## src/hw/rtl/servo_channel_frame_decoder_unit_macros.svh

```systemverilog
// Assertion helpers shared by the decoder RTL.
`ifndef SERVO_CHANNEL_FRAME_DECODER_UNIT_MACROS_SVH
`define SERVO_CHANNEL_FRAME_DECODER_UNIT_MACROS_SVH

// Same-cycle implication, disabled while reset is asserted.
`define SCFD_ASSERT_IMP(label, clk, rst_n, ante, cons) \
    label: assert property (@(posedge clk) disable iff (!rst_n) (ante) |-> (cons)) \
        else $error("scfd: same-cycle check failed");

// Next-cycle implication, disabled while reset is asserted.
`define SCFD_ASSERT_NXT(label, clk, rst_n, ante, cons) \
    label: assert property (@(posedge clk) disable iff (!rst_n) (ante) |=> (cons)) \
        else $error("scfd: next-cycle check failed");

`endif

```

## src/hw/rtl/scfd_pkg.sv

```systemverilog
package scfd_pkg;

    localparam int MAX_CHANNELS = 12;
    localparam logic [3:0] MIN_CHANNELS = 4'd6;
    localparam logic [3:0] MAX_CHANNELS_C = 4'(MAX_CHANNELS);
    localparam logic [6:0] WINDOW_FRAMES = 7'd100;
    localparam logic [10:0] WINDOW_ERR_MAX = 11'd1200;
    localparam logic [3:0] FRAME_ERR_MAX = 4'd15;
    localparam logic [3:0] CHANNEL_COUNT_RESET = 4'd8;
    localparam logic [10:0] VALUE_LIMIT_RESET = 11'd1950;
    localparam logic [1:0] QUEUE_DEPTH = 2'd2;

    // configuration register indexes
    localparam logic REG_CHANNEL_COUNT = 1'b0;
    localparam logic REG_VALUE_LIMIT = 1'b1;

    // one completed channel word travelling from front to back
    typedef struct packed {
        logic [3:0]  ch;
        logic [15:0] raw;
        logic        last;
    } t_chan_item;

endpackage

```

## src/hw/rtl/scfd_if.sv

```systemverilog
interface scfd_in_if;
    logic       valid;
    logic       ready;
    logic [7:0] rx_byte;
    logic       frame_start;

    modport source (output valid, output rx_byte, output frame_start, input ready);
    modport sink (input valid, input rx_byte, input frame_start, output ready);
endinterface

interface scfd_out_if;
    logic               valid;
    logic               ready;
    logic [3:0]         channel_index;
    logic signed [11:0] channel_value;
    logic signed [11:0] ppm_value;
    logic               out_of_range;
    logic [3:0]         frame_errors;
    logic [10:0]        window_errors;
    logic               last_channel;

    modport source (output valid, output channel_index, output channel_value,
                    output ppm_value, output out_of_range, output frame_errors,
                    output window_errors, output last_channel, input ready);
    modport sink (input valid, input channel_index, input channel_value,
                  input ppm_value, input out_of_range, input frame_errors,
                  input window_errors, input last_channel, output ready);
endinterface

interface scfd_cfg_if;
    logic        valid;
    logic        ready;
    logic        index;
    logic [10:0] data;

    modport source (output valid, output index, output data, input ready);
    modport sink (input valid, input index, input data, output ready);
endinterface

```

## src/hw/rtl/scfd_front.sv

```systemverilog
module scfd_front (
    input  logic               i_clk,
    input  logic               i_rst_n,
    scfd_in_if.sink            i_in,
    input  logic [3:0]         i_channel_count,
    input  logic               i_q_space,
    output logic               o_push,
    output scfd_pkg::t_chan_item o_item
);
    import scfd_pkg::*;

    logic [4:0] r_pos, n_pos;
    logic       r_active, n_active;
    logic [7:0] r_low, n_low;
    logic [3:0] count_eff;
    logic [3:0] ch;
    logic       last;
    logic       accept;

    always_comb begin
        if (i_channel_count < MIN_CHANNELS) begin
            count_eff = MIN_CHANNELS;
        end else if (i_channel_count > MAX_CHANNELS_C) begin
            count_eff = MAX_CHANNELS_C;
        end else begin
            count_eff = i_channel_count;
        end
    end

    assign ch = r_pos[4:1];
    assign last = ({1'b0, ch} + 5'd1) == {1'b0, count_eff};
    assign i_in.ready = i_q_space;
    assign accept = i_in.valid && i_in.ready;

    always_comb begin
        n_pos = r_pos;
        n_active = r_active;
        n_low = r_low;
        o_push = 1'b0;
        if (accept) begin
            if (i_in.frame_start) begin
                n_active = 1'b1;
                n_pos = '0;
            end else if (r_active) begin
                if (ch >= count_eff) begin
                    n_active = 1'b0;
                end else if (!r_pos[0]) begin
                    n_low = i_in.rx_byte;
                    n_pos = r_pos + 5'd1;
                end else begin
                    o_push = 1'b1;
                    n_pos = r_pos + 5'd1;
                    if (last) begin
                        n_active = 1'b0;
                    end
                end
            end
        end
    end

    assign o_item.ch = ch;
    assign o_item.raw = {i_in.rx_byte, r_low};
    assign o_item.last = last;

    always_ff @(posedge i_clk) begin
        if (!i_rst_n) begin
            r_pos <= '0;
            r_active <= 1'b0;
            r_low <= '0;
        end else begin
            r_pos <= n_pos;
            r_active <= n_active;
            r_low <= n_low;
        end
    end

endmodule

```

## src/hw/rtl/scfd_queue.sv

```systemverilog
`include "servo_channel_frame_decoder_unit_macros.svh"

module scfd_queue (
    input  logic                 i_clk,
    input  logic                 i_rst_n,
    input  logic                 i_push,
    input  scfd_pkg::t_chan_item i_item,
    input  logic                 i_pop,
    output logic                 o_space,
    output logic                 o_valid,
    output scfd_pkg::t_chan_item o_item
);
    import scfd_pkg::*;

    t_chan_item r_mem [2];
    logic       r_wr_ptr;
    logic       r_rd_ptr;
    logic [1:0] r_count;

    assign o_space = r_count != QUEUE_DEPTH;
    assign o_valid = r_count != 2'd0;
    assign o_item = r_mem[r_rd_ptr];

    always_ff @(posedge i_clk) begin
        if (i_push) begin
            r_mem[r_wr_ptr] <= i_item;
        end
    end

    always_ff @(posedge i_clk) begin
        if (!i_rst_n) begin
            r_wr_ptr <= 1'b0;
            r_rd_ptr <= 1'b0;
            r_count <= '0;
        end else begin
            if (i_push) begin
                r_wr_ptr <= !r_wr_ptr;
            end
            if (i_pop) begin
                r_rd_ptr <= !r_rd_ptr;
            end
            case ({i_push, i_pop})
                2'b10:   r_count <= r_count + 2'd1;
                2'b01:   r_count <= r_count - 2'd1;
                default: r_count <= r_count;
            endcase
        end
    end

    `SCFD_ASSERT_IMP(a_q_no_overflow, i_clk, i_rst_n, r_count == QUEUE_DEPTH, !i_push)
    `SCFD_ASSERT_IMP(a_q_no_underflow, i_clk, i_rst_n, r_count == 2'd0, !i_pop)

endmodule

```

## src/hw/rtl/scfd_back.sv

```systemverilog
`include "servo_channel_frame_decoder_unit_macros.svh"

module scfd_back (
    input  logic                 i_clk,
    input  logic                 i_rst_n,
    input  logic [10:0]          i_value_limit,
    input  logic                 i_q_valid,
    input  scfd_pkg::t_chan_item i_item,
    output logic                 o_pop,
    scfd_out_if.source           o_out
);
    import scfd_pkg::*;

    logic signed [11:0] r_held [MAX_CHANNELS];
    logic [3:0]         r_frame_err;
    logic [10:0]        r_win_err;
    logic [6:0]         r_win_frames;

    logic               r_out_valid;
    logic [3:0]         r_out_ch;
    logic signed [11:0] r_out_value;
    logic signed [11:0] r_out_ppm;
    logic               r_out_oor;
    logic [3:0]         r_out_fe;
    logic [10:0]        r_out_we;
    logic               r_out_last;

    logic signed [16:0] v17;
    logic signed [16:0] lim17;
    logic               reject;
    logic signed [11:0] value;
    logic signed [11:0] ppm;
    logic [3:0]         fe_base;
    logic [3:0]         fe_next;
    logic [10:0]        we_next;
    logic [6:0]         wf_inc;

    assign o_pop = i_q_valid && (!r_out_valid || o_out.ready);

    assign v17 = signed'({i_item.raw[15], i_item.raw});
    assign lim17 = signed'({6'd0, i_value_limit});
    assign reject = (v17 > lim17) || (v17 < -lim17);
    assign value = reject ? r_held[i_item.ch] : signed'(i_item.raw[11:0]);
    assign ppm = value - (value >>> 1);

    // a new frame always restarts at channel zero
    assign fe_base = (i_item.ch == 4'd0) ? 4'd0 : r_frame_err;
    assign fe_next = (reject && fe_base != FRAME_ERR_MAX) ? fe_base + 4'd1 : fe_base;
    assign we_next = (reject && r_win_err != WINDOW_ERR_MAX) ? r_win_err + 11'd1 : r_win_err;
    assign wf_inc = r_win_frames + 7'd1;

    always_ff @(posedge i_clk) begin
        if (!i_rst_n) begin
            for (int i = 0; i < MAX_CHANNELS; i++) begin
                r_held[i] <= '0;
            end
            r_frame_err <= '0;
            r_win_err <= '0;
            r_win_frames <= '0;
            r_out_valid <= 1'b0;
        end else begin
            if (o_pop) begin
                r_out_valid <= 1'b1;
                if (!reject) begin
                    r_held[i_item.ch] <= value;
                end
                r_frame_err <= fe_next;
                if (i_item.last && wf_inc == WINDOW_FRAMES) begin
                    r_win_frames <= '0;
                    r_win_err <= '0;
                end else begin
                    if (i_item.last) begin
                        r_win_frames <= wf_inc;
                    end
                    r_win_err <= we_next;
                end
            end else if (o_out.ready) begin
                r_out_valid <= 1'b0;
            end
        end
    end

    always_ff @(posedge i_clk) begin
        if (o_pop) begin
            r_out_ch <= i_item.ch;
            r_out_value <= value;
            r_out_ppm <= ppm;
            r_out_oor <= reject;
            r_out_fe <= fe_next;
            r_out_we <= we_next;
            r_out_last <= i_item.last;
        end
    end

    assign o_out.valid = r_out_valid;
    assign o_out.channel_index = r_out_ch;
    assign o_out.channel_value = r_out_value;
    assign o_out.ppm_value = r_out_ppm;
    assign o_out.out_of_range = r_out_oor;
    assign o_out.frame_errors = r_out_fe;
    assign o_out.window_errors = r_out_we;
    assign o_out.last_channel = r_out_last;

    `SCFD_ASSERT_IMP(a_oor_counted, i_clk, i_rst_n, r_out_valid && r_out_oor, r_out_fe != 4'd0 && r_out_we != 11'd0)
    `SCFD_ASSERT_IMP(a_win_err_sat, i_clk, i_rst_n, 1'b1, r_win_err <= WINDOW_ERR_MAX)
    `SCFD_ASSERT_NXT(a_window_wrap, i_clk, i_rst_n, o_pop && i_item.last && wf_inc == WINDOW_FRAMES, r_win_frames == 7'd0 && r_win_err == 11'd0)

endmodule

```

## src/hw/rtl/servo_channel_frame_decoder_unit.sv

```systemverilog
// Servo channel frame decoder.
// i_in takes one received byte per transfer with a frame_start flag; a byte
// with frame_start set is the frame header and opens a new frame. Each later
// pair of bytes (low byte first) is one signed 16-bit channel value, and each
// completed pair yields one transfer on o_out with the value (held if rejected),
// the PPM value, the reject flag, the error counts and a last-channel flag.
// i_cfg writes channel_count (index 0) and value_limit (index 1); it is always
// ready; the user must write it only while the block is idle (not enforced).
// o_out.valid rises once the high byte of its channel has been pushed into the
// front-to-back queue and popped from it into the back-end output register.
// Throughput: one byte per cycle while the queue has space, set by the range
// check and held-value update in the back end.
// A two-entry queue between the byte parser and the back end lets the parser
// keep taking bytes while a result waits on o_out; when the receiver stalls,
// i_in.ready drops once the queue is full and the output register holds.
// Reset (synchronous, active low) clears the frame state, held values, error
// and frame counters and restores channel_count 8 and value_limit 1950.
module servo_channel_frame_decoder_unit (
    input  logic        i_clk,
    input  logic        i_rst_n,
    scfd_in_if.sink     i_in,
    scfd_out_if.source  o_out,
    scfd_cfg_if.sink    i_cfg
);
    import scfd_pkg::*;

    logic [3:0]  r_channel_count;
    logic [10:0] r_value_limit;
    logic        q_space;
    logic        q_valid;
    logic        push;
    logic        pop;
    t_chan_item  push_item;
    t_chan_item  head_item;

    assign i_cfg.ready = 1'b1;

    always_ff @(posedge i_clk) begin
        if (!i_rst_n) begin
            r_channel_count <= CHANNEL_COUNT_RESET;
            r_value_limit <= VALUE_LIMIT_RESET;
        end else if (i_cfg.valid && i_cfg.ready) begin
            case (i_cfg.index)
                REG_CHANNEL_COUNT: r_channel_count <= i_cfg.data[3:0];
                REG_VALUE_LIMIT:   r_value_limit <= i_cfg.data;
                default:           r_value_limit <= r_value_limit;
            endcase
        end
    end

    scfd_front u_front (
        .i_clk           (i_clk),
        .i_rst_n         (i_rst_n),
        .i_in            (i_in),
        .i_channel_count (r_channel_count),
        .i_q_space       (q_space),
        .o_push          (push),
        .o_item          (push_item)
    );

    scfd_queue u_queue (
        .i_clk   (i_clk),
        .i_rst_n (i_rst_n),
        .i_push  (push),
        .i_item  (push_item),
        .i_pop   (pop),
        .o_space (q_space),
        .o_valid (q_valid),
        .o_item  (head_item)
    );

    scfd_back u_back (
        .i_clk         (i_clk),
        .i_rst_n       (i_rst_n),
        .i_value_limit (r_value_limit),
        .i_q_valid     (q_valid),
        .i_item        (head_item),
        .o_pop         (pop),
        .o_out         (o_out)
    );

endmodule
```

## src/flat_wrapper.sv

```systemverilog
// flat-port wrapper written by rule: the top's interface ports become plain ports
module servo_channel_frame_decoder_unit_flat import scfd_pkg::*;
  (i_clk, i_rst_n, i_in_valid, i_in_rx_byte, i_in_frame_start, i_in_ready, o_out_valid, o_out_channel_index, o_out_channel_value, o_out_ppm_value, o_out_out_of_range, o_out_frame_errors, o_out_window_errors, o_out_last_channel, o_out_ready, i_cfg_valid, i_cfg_index, i_cfg_data, i_cfg_ready);
  scfd_in_if i_in_i ();
  scfd_out_if o_out_i ();
  scfd_cfg_if i_cfg_i ();
  input  logic i_clk;
  input  logic i_rst_n;
  input wire logic [$bits(i_in_i.valid)-1:0] i_in_valid;
  input wire logic [$bits(i_in_i.rx_byte)-1:0] i_in_rx_byte;
  input wire logic [$bits(i_in_i.frame_start)-1:0] i_in_frame_start;
  output wire logic [$bits(i_in_i.ready)-1:0] i_in_ready;
  output wire logic [$bits(o_out_i.valid)-1:0] o_out_valid;
  output wire logic [$bits(o_out_i.channel_index)-1:0] o_out_channel_index;
  output wire logic [$bits(o_out_i.channel_value)-1:0] o_out_channel_value;
  output wire logic [$bits(o_out_i.ppm_value)-1:0] o_out_ppm_value;
  output wire logic [$bits(o_out_i.out_of_range)-1:0] o_out_out_of_range;
  output wire logic [$bits(o_out_i.frame_errors)-1:0] o_out_frame_errors;
  output wire logic [$bits(o_out_i.window_errors)-1:0] o_out_window_errors;
  output wire logic [$bits(o_out_i.last_channel)-1:0] o_out_last_channel;
  input wire logic [$bits(o_out_i.ready)-1:0] o_out_ready;
  input wire logic [$bits(i_cfg_i.valid)-1:0] i_cfg_valid;
  input wire logic [$bits(i_cfg_i.index)-1:0] i_cfg_index;
  input wire logic [$bits(i_cfg_i.data)-1:0] i_cfg_data;
  output wire logic [$bits(i_cfg_i.ready)-1:0] i_cfg_ready;
  assign i_in_i.valid = i_in_valid;
  assign i_in_i.rx_byte = i_in_rx_byte;
  assign i_in_i.frame_start = i_in_frame_start;
  assign i_in_ready = i_in_i.ready;
  assign o_out_valid = o_out_i.valid;
  assign o_out_channel_index = o_out_i.channel_index;
  assign o_out_channel_value = o_out_i.channel_value;
  assign o_out_ppm_value = o_out_i.ppm_value;
  assign o_out_out_of_range = o_out_i.out_of_range;
  assign o_out_frame_errors = o_out_i.frame_errors;
  assign o_out_window_errors = o_out_i.window_errors;
  assign o_out_last_channel = o_out_i.last_channel;
  assign o_out_i.ready = o_out_ready;
  assign i_cfg_i.valid = i_cfg_valid;
  assign i_cfg_i.index = i_cfg_index;
  assign i_cfg_i.data = i_cfg_data;
  assign i_cfg_ready = i_cfg_i.ready;
  servo_channel_frame_decoder_unit u_core (.i_clk(i_clk), .i_rst_n(i_rst_n), .i_in(i_in_i), .o_out(o_out_i), .i_cfg(i_cfg_i));
endmodule
```

## config.mk

```make
export PLATFORM = sky130hd
export DESIGN_NAME = servo_channel_frame_decoder_unit_flat
export DESIGN_NICKNAME = d
export VERILOG_FILES = /design/src/hw/rtl/scfd_pkg.sv /design/src/hw/rtl/scfd_if.sv /design/src/hw/rtl/scfd_front.sv /design/src/hw/rtl/scfd_queue.sv /design/src/hw/rtl/scfd_back.sv /design/src/hw/rtl/servo_channel_frame_decoder_unit.sv /design/src/flat_wrapper.sv
export VERILOG_INCLUDE_DIRS = /design/src /design/src/hw/rtl
export SDC_FILE = /design/constraint.sdc
export NUM_CORES = 1
export LEC_CHECK = 0
export ABC_AREA = 1
export BUFFER_PORTS_ARGS = -buffer_cell sky130_fd_sc_hd__buf_2
export CORE_MARGIN = 8
export CORE_UTILIZATION = 62
export DETAILED_ROUTE_END_ITERATION = 16
export GPL_TIMING_DRIVEN = 0
export PLACE_DENSITY_LB_ADDON = 0.12
export RECOVER_POWER = 50
export SYNTH_ARGS = -nofsm -noshare
export SYNTH_HDL_FRONTEND = slang
export SYNTH_SLANG_ARGS = --single-unit
```

## constraint.sdc

```tcl
create_clock -name i_clk -period 5.9 [get_ports i_clk]
set_clock_uncertainty 0.1 [all_clocks]
set_input_delay 0.885 -clock i_clk [delete_from_list [all_inputs] [get_ports i_clk]]
set_output_delay 0.885 -clock i_clk [all_outputs]
set_load 0.05 [all_outputs]
```

* After elaboration in Yosys (flattened, before gate mapping)
Memories as Yosys holds them, arrays and structs flattened. A register that Yosys moved wholly into a read port is not among the register bits. Cells that the tools add are included.
Word-level totals: output and inout bits 48, logic and storage cells 106, register bits after elaboration 101, bits in read-only memories 0, memory bits (writable) 186, input bits 26, bits in latches 0, memories 2
Operators by class: divide/modulo/power cells 0, shift-type cells 0, multipliers 0, equality and inequality tests 8, reduce and logical (&&, ||, !) cells 22, add/subtract/negate cells 9, multiplexer cells 37, bitwise gates (word level) 4, $lt $le $gt $ge 5
Memories:
- u_core.u_back.r_held | words 12, bits a word 12, read ports 1, clocked after memory_dff 0, write ports 12, RTL line scfd_back.sv:14 | logic signed [11:0] r_held [MAX_CHANNELS];
- u_core.u_queue.r_mem | words 2, bits a word 21, read ports 1, clocked after memory_dff 1, write ports 1, RTL line scfd_queue.sv:15 | t_chan_item r_mem [2];
Operator list (number):
- two-way mux 12 bit | 2
- two-way mux 1 bit | 22
- two-way mux 11 bit | 2
- two-way mux 4 bit | 5
- < comparator 16 x 17 -> 1 bit | 1
- negation 11 -> 17 bit | 1
- greater-than comparator 16 x 12 -> 1 bit | 1
- two-way mux 5 bit | 3
- two-way mux 7 bit | 2
- OR reduction 12 bit | 1
- subtractor 12 x 11 -> 12 bit | 1
- adder 11 x 1 -> 11 bit, second input constant | 1
- != test 11 bit, second input constant | 1
- nonzero test 2 bit | 5
- adder 7 x 1 -> 7 bit, second input constant | 1
- equality test 7 bit, second input constant | 1
- AND reduction 2 bit | 3
- adder 4 x 1 -> 5 bit, second input constant | 1
- adder 5 x 1 -> 5 bit, second input constant | 1
- equality test 5 x 4 -> 1 bit | 1
- logical AND 1 bit | 5
- AND reduction 5 bit | 1
- adder 4 x 1 -> 4 bit, second input constant | 1
- greater-or-equal comparator 4 bit | 1
- other kinds (14) | 21

* Logic depth before layout (Yosys ltp)
depth after elaboration 10, gate-level depth with buffers 41

* Cells and area by module
A second synthesis with hierarchy kept.
Unflattened totals: cells, all modules 1505, area, all modules 15841.4 sq um
Modules (own cells, without submodules):
- scfd_back | instances 1, cells an instance 1184, sequential area each 7577.3 sq um, area an instance 12439.4 sq um
- scfd_queue | instances 1, cells an instance 99, sequential area each 1361.3 sq um, area an instance 1820.5 sq um
- scfd_front | instances 1, cells an instance 146, sequential area each 280.3 sq um, area an instance 1008.5 sq um
- servo_channel_frame_decoder_unit | instances 1, cells an instance 76, sequential area each 300.3 sq um, area an instance 573.0 sq um

* Worst setup path before layout
No wires, ideal clock.
kind input to register, start input o_out_ready, end memory u_core.u_back.r_held[11][0] (enable), stages 9, data arrival time 4.885 ns, library setup time 0.350 ns, slack 0.565 ns, data required time 5.450 ns, path through nor2_1 -> a21oi_1 -> inv_1 -> nor3_4 -> nand2_1 -> inv_2 -> nand2_1 -> buf_2 -> nand2_1
RTL lines:
- start: declaration | RTL line flat_wrapper.sv:21 | input wire logic [$bits(o_out_i.ready)-1:0] o_out_ready;
- end: declaration | RTL line scfd_back.sv:14

==> key figures <==
Place
  – IO Port Bufs: 72
  – RePlAce Congestion: approximately 0.9
  – Post-Place Cells: 1955
  – Dpl hpwl: 27.8 mm
  – Pre-CTS setup slack: -0.587 ns

CTS
  – Htree depth: 2
  – CTS tree: built
  – Clock sinks: 336
  – Total CTS buffers: 35
  – Clock tree buffer depth: 3
  – Clk root buf: clkbuf_16
  – Clk slew on worst S/H paths: 0.06 ns
  – Hold Buf Count CTS: 0
  – Skew-Pair Late Insertion Delay: 0.52 ns

Synth
  – Synth async-reset ratio: 0%
  – Area share of xor/xnor cells in the synthesized design: 2.02%
  – Share of the synthesized area in the top cell type: 53.7%
  – Main synth FF type: edfxtp_1
  – Synthesized flop and latch total: around 340
  – Post-synth EDFFs: about 280
  – Simple-Gate Fraction of Synth Area: a little under a fifth
  – Main combinational cell family by area after synthesis: simple AND/OR/NAND/NOR gates
  – YS warnings: 0
  – Synth cell types: between 40 and 50
  – Mux cell area share after synthesis: 0.136%
  – Dominant cell type by area after synthesis: edfxtp_1
  – Post-Syn Area: 15600 um2
  – Leading post-synthesis cells by cell area: edfxtp_1 54%, nand2_1 9.4%, dfxtp_1 7.3%, nor2_1 5.8%, ha_1 3.9%
  – Adder-cell share of the synthesized area: 4.06%
  – Syn avg cell area: 10.1 um2
  – Synth Area in Compound Gates: 8.44%
  – Sequential-to-total area share from yosys stat: 61.0%
  – Syn_nets: 1626
  – Gate count of the mapped netlist: approximately 1600

Pwr
  – Leakage: 0.00706 uW
  – Sequential Power Share: 41.3%
  – Maximum vdd drop: just under 0.4 mV
  – Psw: 2690 uW
  – Sw frac: 36.5%
  – Power Internal: 4680 uW
  – Pwr Density: 421 nW/um2
  – Clk pwr share: 28.6%
  – Total power: 7370 uW
  – Gate power share: 30.1%

STA
  – Slew Limit Fails: 54
  – Worst Setup Slack, final: 0.378 ns
  – Worst-Margin Slew: 2.49 ns
  – WHS: ~0.34 ns
  – Setup TNS: 0 ns
  – Tmin final: 5.52 ns
  – Slew headroom: -66.0%
  – # setup viols final: 0
  – Final hold vios: 0
  – Fin crit share: 93.6%
  – Fmax: 181 MHz

Route
  – Routed Antenna Nets: 0
  – Drt via density: 5.77
  – Via Count: 11700
  – Detailed Routing Iterations Pass 1: 7
  – DRT iter0 DRCs: approximately 1500
  – WL final: 40.0 mm
  – DR DRC count: 0
  – Per-cell routed wire length: 19.8 um

Final layout
  – Most common cell after layout, fill and taps aside: nand2_1
  – Area grow syn2layout: 12.4%
  – Fraction of layout cells with a size suffix above 1: 9.73%
  – Most frequent cells in the layout: 388 x nand2_1, 279 x edfxtp_1, 236 x nor2_1
  – Antenna diodes: 0
  – Fillers: 1937
  – Cell Count, Final, Fillers Out: 2026
  – Fin nets: 1748

Floorplan
  – Die ar.: slightly above 30000 um2
  – Die W: 175 um
  – Initial Utilization: 62.5%
  – Site row count: 58
  – Die Y-Extent: between 150 and 200 um
  – Total core area: 25000 um2
  – Top-level I/O count: 74

Outcome
  – Status: finished, violations left
  – Failing checks: capacitance limit, slew limit

Global route
  – Initial antenna violation count: 0
  – GRT Util Overall: between 20% and 30%
  – Vias in the first global route: 11300
  – Gr ovfl total: 0
  – First-pass GRT wire length: 60.9 mm
  – Largest net degree at the start of global routing: 33

Critical path
  – CP required: a little over 6 ns
  – Largest fanout on the critical path: 10
  – Most used cell, CP: nand2_1
  – Crit path launch type: flip-flop
  – Largest incremental delay on the critical path: ~0.40 ns
  – Arr. time, crit path: 5.69 ns
  – Crit Path Class: flip-flop to flip-flop
  – CP endpoint kind: flip-flop
  – Slowest cell on the critical path: dfxtp_2

Job
  – Max cap viols: 2

Min path
  – Min-delay worst type: flip-flop to flip-flop
[registers in the layout, indices dropped and copies added (netlist names), 5 cells and up, named ones only]
register and count:
u_core.r_value_limit 11, u_core.u_back.o_out.channel_value 12, u_core.u_back.o_out.ppm_value 12, u_core.u_back.o_out.window_errors 11, u_core.u_back.r_held 192, u_core.u_back.r_win_err 11, u_core.u_back.r_win_frames 7, u_core.u_front.r_low 8
u_core.u_front.r_pos 5, u_core.u_queue.r_mem 42
[power by group through the flow]
stage / combinational [uW] / clock [uW] / sequential (uW)
finish: 2220 / 2110 / 3040
global route: 2400 / 2190 / 3070
CTS: 2250 / 2110 / 3030
floorplan: 1040 / 0 / 3630
detailed placement: 2220 / 0 / 3080
global placement: 2150 / 0 / 3090
[metrics by stage]
stage	util, %	cell area, um2
floorplan	-	15600
global placement	65.6	16400
detailed placement	66.0	16500
CTS	70.3	17600
global route	70.2	17500
finish	70.2	17500
[repair_timing]
item,CTS,global route
gates resized for setup,6,18
endpoints found under the setup margin,5,5
buffers inserted,0,10
pin swaps,0,6
[cell usage after synthesis (2+ instances only)]
master	n
clkbuf_1	18
nand2_4	2
nor2_1	241
a21o_1	2
nor2_2	4
nand3_1	39
and2_1	2
or2_2	8
nand3b_1	3
o21bai_1	2
a21oi_1	52
o21ai_2	8
ha_1	49
nor4_1	2
o211ai_1	10
a211oi_1	4
nand4_1	12
xnor2_1	11
buf_2	31
xor2_1	25
a22oi_1	72
nor3_1	12
inv_1	112
nand2_2	6
o21ai_0	44
or2_0	2
buf_6	2
nand2_1	389
o21ai_1	5
buf_4	15
inv_2	12
a22o_1	3
dfxtp_1	57
edfxtp_1	279
[logic make-up (layout without fill, tap and decap cells)]
logic type	Yosys count	after routing
XOR/XNOR	36	36
AND/OR/NAND/NOR	726	726
buffers and inverters	192	338
adder cells (fa/ha/maj)	50	50
other	1	1
flip-flops	336	336
multiplexers	2	2
AO/OA/AOI/OAI	207	207
[worst max-delay path, delay by kind of cell, from the launching register on]
family | cells | cell delay [ns]
AND/OR/NAND/NOR | 19 | 1.75
adder cells (fa/ha/maj) | 2 | 0.64
AO/OA/AOI/OAI | 6 | 1.16
flip-flops | 1 | 0.40
buffers and inverters | 8 | 1.20
[final timing paths]
| check | slack [ns] | depth (start not counted) | startpoint | to |
|---|---|---|---|---|
| worst max-delay path | 0.38 | 35 | flip-flop | u_core.u_back.o_out.ppm_value[9]$_DFFE_PP_ |
| worst min register to register | 0.34 | 1 | u_core.u_queue.r_rd_ptr$_SDFFE_PN0P_ | flip-flop |
| worst max register to register | 0.38 | 35 | flip-flop | u_core.u_back.o_out.ppm_value[9]$_DFFE_PP_ |
| worst min-delay path | 0.34 | 1 | u_core.u_queue.r_rd_ptr$_SDFFE_PN0P_ | flip-flop |
[per-layer routing]
metal	up-vias	wire length, um	global-route usage [%]
met3	113	3270	4.14
met4	0	1880	12.8
met2	549	19100	42.6
met1	5562	15800	32.4
met5	-	0	0
li1	5475	-	-
[cell type report]
| type | instances | area, um2 | share of cell area (%) |
|---|---|---|---|
| buffer | 66 | 382 | 2.18 |
| clock buffer | 45 | 913 | 5.21 |
| multi-input combinational | 1022 | 5250 | 30.0 |
| clock inverter | 16 | 146 | 0.835 |
| tap | 330 | 413 | 2.36 |
| timing repair buffer | 86 | 432 | 2.46 |
| inverter | 125 | 473 | 2.70 |
| sequential | 336 | 9520 | 54.3 |
(Power assumes the default switching activity.)
